[src/gof_pkg.sv]
`default_nettype none
package gof_pkg;
   localparam int PIX_W          = 8;
   localparam int MAX_WIDTH_DEF  = 1024;
   localparam int FW_W           = 11;
   localparam int FH_W           = 12;
   localparam int ROW_W          = 12;
   localparam int POS_W          = 16;
   localparam int FLOW_W         = 18;
   localparam int NUM_W          = 25;
   localparam int DEN_W          = 17;
   localparam int FLOW_SAT       = 131071;
   localparam int ROW_LIMIT      = 4095;
   localparam int FW_RESET       = 640;
   localparam int FH_RESET       = 480;
   localparam int CSR_AW         = 3;
   localparam logic [CSR_AW-1:0] REG_FRAME_WIDTH  = 3'd0;
   localparam logic [CSR_AW-1:0] REG_FRAME_HEIGHT = 3'd4;
endpackage
`default_nettype wire

[src/gof_div.sv]
`default_nettype none
module gof_div
   import gof_pkg::*;
(
   input  wire logic             clock,
   input  wire logic             reset,
   input  wire logic             start,
   input  wire logic [NUM_W-1:0] numer,
   input  wire logic [DEN_W-1:0] denom,
   output logic                  busy,
   output logic      [NUM_W-1:0] quot
);
   localparam int CNT_W = $clog2(NUM_W + 1);

   logic             busy_ff, busy_in;
   logic [CNT_W-1:0] cnt_ff, cnt_in;
   logic [DEN_W-1:0] rem_ff, rem_in;
   logic [NUM_W-1:0] quo_ff, quo_in;
   logic [DEN_W-1:0] den_ff, den_in;
   logic [DEN_W:0]   trial;

   always_comb begin
      busy_in = busy_ff;
      cnt_in  = cnt_ff;
      rem_in  = rem_ff;
      quo_in  = quo_ff;
      den_in  = den_ff;
      trial   = {rem_ff, quo_ff[NUM_W-1]};
      if (start) begin
         busy_in = 1'b1;
         cnt_in  = CNT_W'(NUM_W);
         rem_in  = '0;
         quo_in  = numer;
         den_in  = denom;
      end else if (busy_ff) begin
         if (trial >= {1'b0, den_ff}) begin
            rem_in = DEN_W'(trial - {1'b0, den_ff});
            quo_in = {quo_ff[NUM_W-2:0], 1'b1};
         end else begin
            rem_in = trial[DEN_W-1:0];
            quo_in = {quo_ff[NUM_W-2:0], 1'b0};
         end
         cnt_in = cnt_ff - 1'b1;
         if (cnt_ff == CNT_W'(1)) begin
            busy_in = 1'b0;
         end
      end
   end

   always_ff @(posedge clock) begin
      if (reset) begin
         busy_ff <= 1'b0;
         cnt_ff  <= '0;
      end else begin
         busy_ff <= busy_in;
         cnt_ff  <= cnt_in;
      end
      rem_ff <= rem_in;
      quo_ff <= quo_in;
      den_ff <= den_in;
   end

   assign busy = busy_ff;
   assign quot = quo_ff;
endmodule
`default_nettype wire

[config.mk]
export PLATFORM = sky130hd
export DESIGN_NAME = gof_div
export DESIGN_NICKNAME = d
export VERILOG_FILES = /design/src/gof_pkg.sv /design/src/gof_div.sv
export SDC_FILE = /design/constraint.sdc
export NUM_CORES = 1
export LEC_CHECK = 0
export ABC_CLOCK_PERIOD_IN_PS = 2800
export BUFFER_PORTS_ARGS = -buffer_cell sky130_fd_sc_hd__buf_4
export CAP_MARGIN = 20
export CORE_MARGIN = 4
export CORE_UTILIZATION = 50
export CTS_BUF_LIST = sky130_fd_sc_hd__clkbuf_16
export DETAILED_ROUTE_END_ITERATION = 10
export PLACE_DENSITY_LB_ADDON = 0.1
export SLEW_MARGIN = 20
export SYNTH_ARGS = -nofsm -noshare
export SYNTH_HDL_FRONTEND = slang
export SYNTH_SLANG_ARGS = --single-unit
[constraint.sdc]
create_clock -name clock -period 2.8 [get_ports clock]
set_clock_uncertainty 0.15 [all_clocks]
set_input_delay 0.28 -clock clock [delete_from_list [all_inputs] [get_ports clock]]
set_output_delay 0.28 -clock clock [all_outputs]
set_load 0.05 [all_outputs]
# After elaboration in Yosys (flattened, before gate mapping)
# Index checks and enable logic that the tools add are counted.
[totals]
register_bits = 65
input_bits = 45
output_inout_bits = 26
elab_cells = 21
[op_classes]
addsub = 2
order_cmp = 1
n_eq_ne = 1
n_mux = 9
reduce_logical = 2
[op_table]
columns = ["cell", "count"]
rows = [
  ["25-bit 2-to-1 mux", 2],
  ["18-bit by 17-bit greater-or-equal comparator with 1-bit output", 1],
  ["17-bit 2-to-1 mux", 1],
  ["17-bit subtractor", 1],
  ["5-bit 2-to-1 mux", 2],
  ["5-bit by 1-bit equality test with 1-bit output (second input constant)", 1],
  ["5-bit by 1-bit subtractor with 5-bit output (second input constant)", 1],
  ["1-bit 2-to-1 mux", 4],
  ["2-bit nonzero test", 1],
  ["2-bit OR reduction", 1],
]

# Depth between registers and ports, before layout
[depth]
depth_word = 4
ltp_mapped = 12
ltp_nobuf = 10

# Worst setup path after synthesis
# No wires, ideal clock.
[synth_timing]
path_kind = "reg-to-reg"
from = "register quo_ff[24], in the netlist quot[24]"
to = "register quo_ff[0], in the netlist quot[0], data pin"
setup_time_ns = 0.260
arrival_time_ns = 2.889
required_ns = 2.390
path_slack_ns = -0.499
path_stages_with_launch = 12
n_path_buf = 2
synth_period_minus_slack_ns = 3.299
cell_sequence = "edfxtp_1 > inv_1 > ha_1 > inv_1 > fa_1 > a211o_1 > a21o_1 > a211o_1 > a21o_1 > buf_6 > buf_8 > mux2_2"
[synth_between]
elab_chain_len = 4
[synth_rtl]
columns = ["element", "line", "source"]
rows = [
  ["start: declaration", "gof_div.sv:18", "logic [NUM_W-1:0] quo_ff, quo_in;"],
  ["start signal: assignment", "gof_div.sv:59", "quo_ff <= quo_in;"],
  ["18-bit by 17-bit greater-or-equal comparator with 1-bit output", "gof_div.sv:36", "if (trial >= {1'b0, den_ff}) begin"],
  ["1-bit 2-to-1 mux", "gof_div.sv:36", ""],
  ["25-bit 2-to-1 mux", "gof_div.sv:35", "end else if (busy_ff) begin"],
  ["25-bit 2-to-1 mux", "gof_div.sv:29", "if (start) begin"],
  ["named net quo_in[0]", "gof_div.sv:18", ""],
]
# The timed path passes the listed nets, and every way through them passes these cells. The select of a mux whose other input is x is not followed.
# A chain may end at the register's enable or synchronous reset.

# Final worst setup path
[layout_timing]
from = "register quo_ff[24], in the netlist quot[24]"
to = "register rem_ff[9]"
[layout_between]
elab_chain_len = 2
elab_cells_between_ends = 3
cone_classes = "add/sub (1); order compare (1); mux (1)"
[layout_rtl]
columns = ["element", "line", "source"]
rows = [
  ["17-bit subtractor / 18-bit by 17-bit greater-or-equal comparator with 1-bit output (equally long branches)", "gof_div.sv:37, gof_div.sv:36", ""],
  ["17-bit 2-to-1 mux (*)", "gof_div.sv:36", ""],
  ["end signal: assignment", "gof_div.sv:58", "rem_ff <= rem_in;"],
  ["end: declaration", "gof_div.sv:17", "logic [DEN_W-1:0] rem_ff, rem_in;"],
]
# Every way passes the cells marked *; elsewhere a longest branch is shown, timed or not.

==> impl_metrics.yaml <==
hold_path:
  hp-class: "input pin to flop"
floorplan:
  start_util_pct: 52.5
  die_w_um: 93.1
  io_pins: 71
  design.die.area_um2: 8680
  fp.dieH_um: 93.1
  rows: 30
  core_region_area_um2: 6910
pwr:
  max-vdd-ir-drop_mv: 0.405
  power_density_nw_per_um2: 670
  leakage_nw: 2.07
worst_setup_path:
  path_cells: "inv_2 -> ha_4 -> inv_2 -> fa_2 -> a211o_1 -> a21o_1 -> a211o_1 -> a21o_1 -> buf_6 -> mux2i_1 -> a211oi_1"
  worst-path-buf-inv: 3
  slowest_delay_ns: 0.40
  crit_path_max_fanout: 7
  cp-end-kind: "flop"
  cp.required_ns: 2.88
  crit_type: "flop to flop"
  start_kind: "flop"
  worstPathArrival_ns: 2.81
  critPathTopFamily: "compound AO/OA/AOI/OAI gates"
  cpMaxStageDelayCell: "edfxtp_1"
layout:
  diodes: 0
  num-nets-final: 495
  final_cell_mix: "buf_4 (80), edfxtp_1 (42), nor2_1 (26)"
  layout-area-overhead-vs-synth_pct: 33.9
  drive_above_1_share_pct: 30.6
  final_common_cell: "buf_4"
  post-route-util_pct: 70.3
timing:
  worst_pin_slew_ns: 0.566
  setup_viol: 0
  fin_hold_ws_ns: 0.0147
  hold_violations: 0
  max-slew-margin-rel_pct: 62.0
  fin_crit_ns: 2.73
  max_freq_ghz: 0.366
  fin_crit_sh_pct: 97.6
  rsz0062_at_grt: "true"
  finalMaxSlewViolations: 0
synthesis:
  syn_nets: 399
  synth-edff-count: 42
  synth_cells: 334
  ys_seq_area_share_pct: 47.5
  synthTopCellsByArea: "edfxtp_1 (35%), dfxtp_1 (13%), mux2_2 (7.8%)"
  synthFlopType: "edfxtp_1"
  synth_cell_types: 58
  ys_async_sr_fraction_pct: 0
  yosysWarnings: 0
  synth_area_per_cell_um2: 10.9
  yosysTopAreaCell: "edfxtp_1"
  synth_seq_cells: 65
  synth_top_area_share_pct: 34.8
  syn_area_um2: 3620
route:
  first_pass_iters: 4
  drt_iter0_drc: 223
  vias_per_cell: 5.53
  ant_nets: 0
  wl_per_cell_um: 16.0
  routed_wl_um: 8500
  via_count: 2937
  drc: 0
global_route:
  grt_max_degree: 45
  grt_pass1_vias: 2774
  grt.overflow.total: 0
  grt_pass1_wl_um: 13800
  antenna_found_initial: 0
  track_usage_pct: 20.6
run:
  cap_violations: 0
place:
  gp_congestion: 0.893
  hpwlAfterDp_um: 5930
  io_buffers: 70
clock_network:
  cts_max_path_buffers: 2
  clk_pin_slew_ns: 0.06
  htree_levels: 3
  cts_tree: "yes"
  cts_root_buffer: "clkbuf_16"
  clk_latency_ns: 0.33
  clock_sinks: 65
  cts-buffers-inserted: 9
outcome:
  status: "finished, final reports clean"
synth_stat cells (2+ instances only):
| cell type | instances |
|---|---|
| nor4b_1 | 2 |
| and2_1 | 3 |
| a211oi_1 | 12 |
| nand3_1 | 2 |
| o211ai_1 | 4 |
| clkbuf_1 | 7 |
| a21oi_1 | 18 |
| a21o_1 | 7 |
| a211o_1 | 2 |
| ha_1 | 19 |
| nor4_1 | 2 |
| edfxtp_1 | 42 |
| o31ai_1 | 3 |
| nor3b_1 | 2 |
| o21ai_0 | 13 |
| nand2_1 | 22 |
| dfxtp_1 | 23 |
| mux2_2 | 25 |
| buf_2 | 2 |
| xor2_1 | 8 |
| nand2b_1 | 7 |
| mux2i_1 | 10 |
| a22oi_1 | 3 |
| nor3_1 | 5 |
| or3_1 | 2 |
| nand4_1 | 3 |
| xnor2_1 | 7 |
| nor2_1 | 26 |
| inv_1 | 23 |
| buf_1 | 2 |
timing repair:
action | 4_1_cts | 5_1_grt
hold endpoints to repair | 17 | 0
hold buffers | 17 | 0
setup buffers | 0 | 2
endpoints found under the setup margin | 0 | 14
gates resized for setup | 0 | 2
state kept, by name (all words and copies together), names as in the netlist:
| signal | cells |
|---|---|
| quot | 25 |
| den_ff | 17 |
| busy | 1 |
| rem_ff | 17 |
| cnt_ff | 5 |
report_power, final:
part	internal (W)	total (W)	switching [W]	leakage [nW]
clock network	0.000960	0.00139	0.000428	0.174
logic	0.000296	0.000706	0.000410	1.29
registers	0.00111	0.00116	0.0000455	0.607
total	0.00237	0.00325	0.000883	2.07
cell type report:
| type | count | area, um^2 |
|---|---|---|
| clock inverters | 7 | 140 |
| inverters | 23 | 86.3 |
| flip-flops and latches | 65 | 1720 |
| multi-input cells | 232 | 1760 |
| well taps | 96 | 120 |
| repair buffers | 99 | 802 |
| fillers | 532 | 2050 |
| clock buffers | 9 | 225 |
cells by family after synthesis:
| group | synth area share (%) |
|---|---|
| AND/OR/NAND/NOR | 11.0 |
| buffers and inverters | 4.52 |
| multiplexers | 10.5 |
| XOR/XNOR | 3.62 |
| flip-flops | 47.5 |
| AO/OA/AOI/OAI | 15.7 |
| adder cells (fa/ha/maj) | 7.11 |
final timing paths:
path / from / endpoint / slack (ns) / cells after the start
setup / recovery: quot[24]$_DFFE_PP_ / rem_ff[9]$_SDFFE_PP0P_ / 0.07 / 11
hold reg to reg: rem_ff[16]$_SDFFE_PP0P_ / rem_ff[16]$_SDFFE_PP0P_ / 0.32 / 2
hold / removal: reset / cnt_ff[3]$_SDFFE_PP0P_ / 0.01 / 2
setup reg to reg: quot[24]$_DFFE_PP_ / rem_ff[9]$_SDFFE_PP0P_ / 0.07 / 11
layer usage:
layer | wire [um] | vias up | global-route usage (%)
met5 | 0 | - | 0
li1 | - | 1433 | -
met2 | 4260 | 61 | 33.2
met4 | 61 | 0 | 4.03
met3 | 320 | 8 | 5.47
met1 | 3850 | 1435 | 28.0
stage by stage:
stage / power (W) / setup TNS, ns / area [um^2] / setup WS, ns / std cells
floorplan: 0.00165 / -1.65 / 3640 / -0.311 / 334
global placement: 0.00184 / 0 / 4300 / 0.0907 / 496
detailed placement: 0.00185 / 0 / 4300 / 0.0474 / 496
CTS: 0.00326 / 0 / 4830 / 0.0199 / 529
global route: 0.00339 / -0.0722 / 4850 / -0.0353 / 531
finish: 0.00325 / 0 / 4850 / 0.0686 / 531
Note: power is estimated with default switching activity, not from simulation.
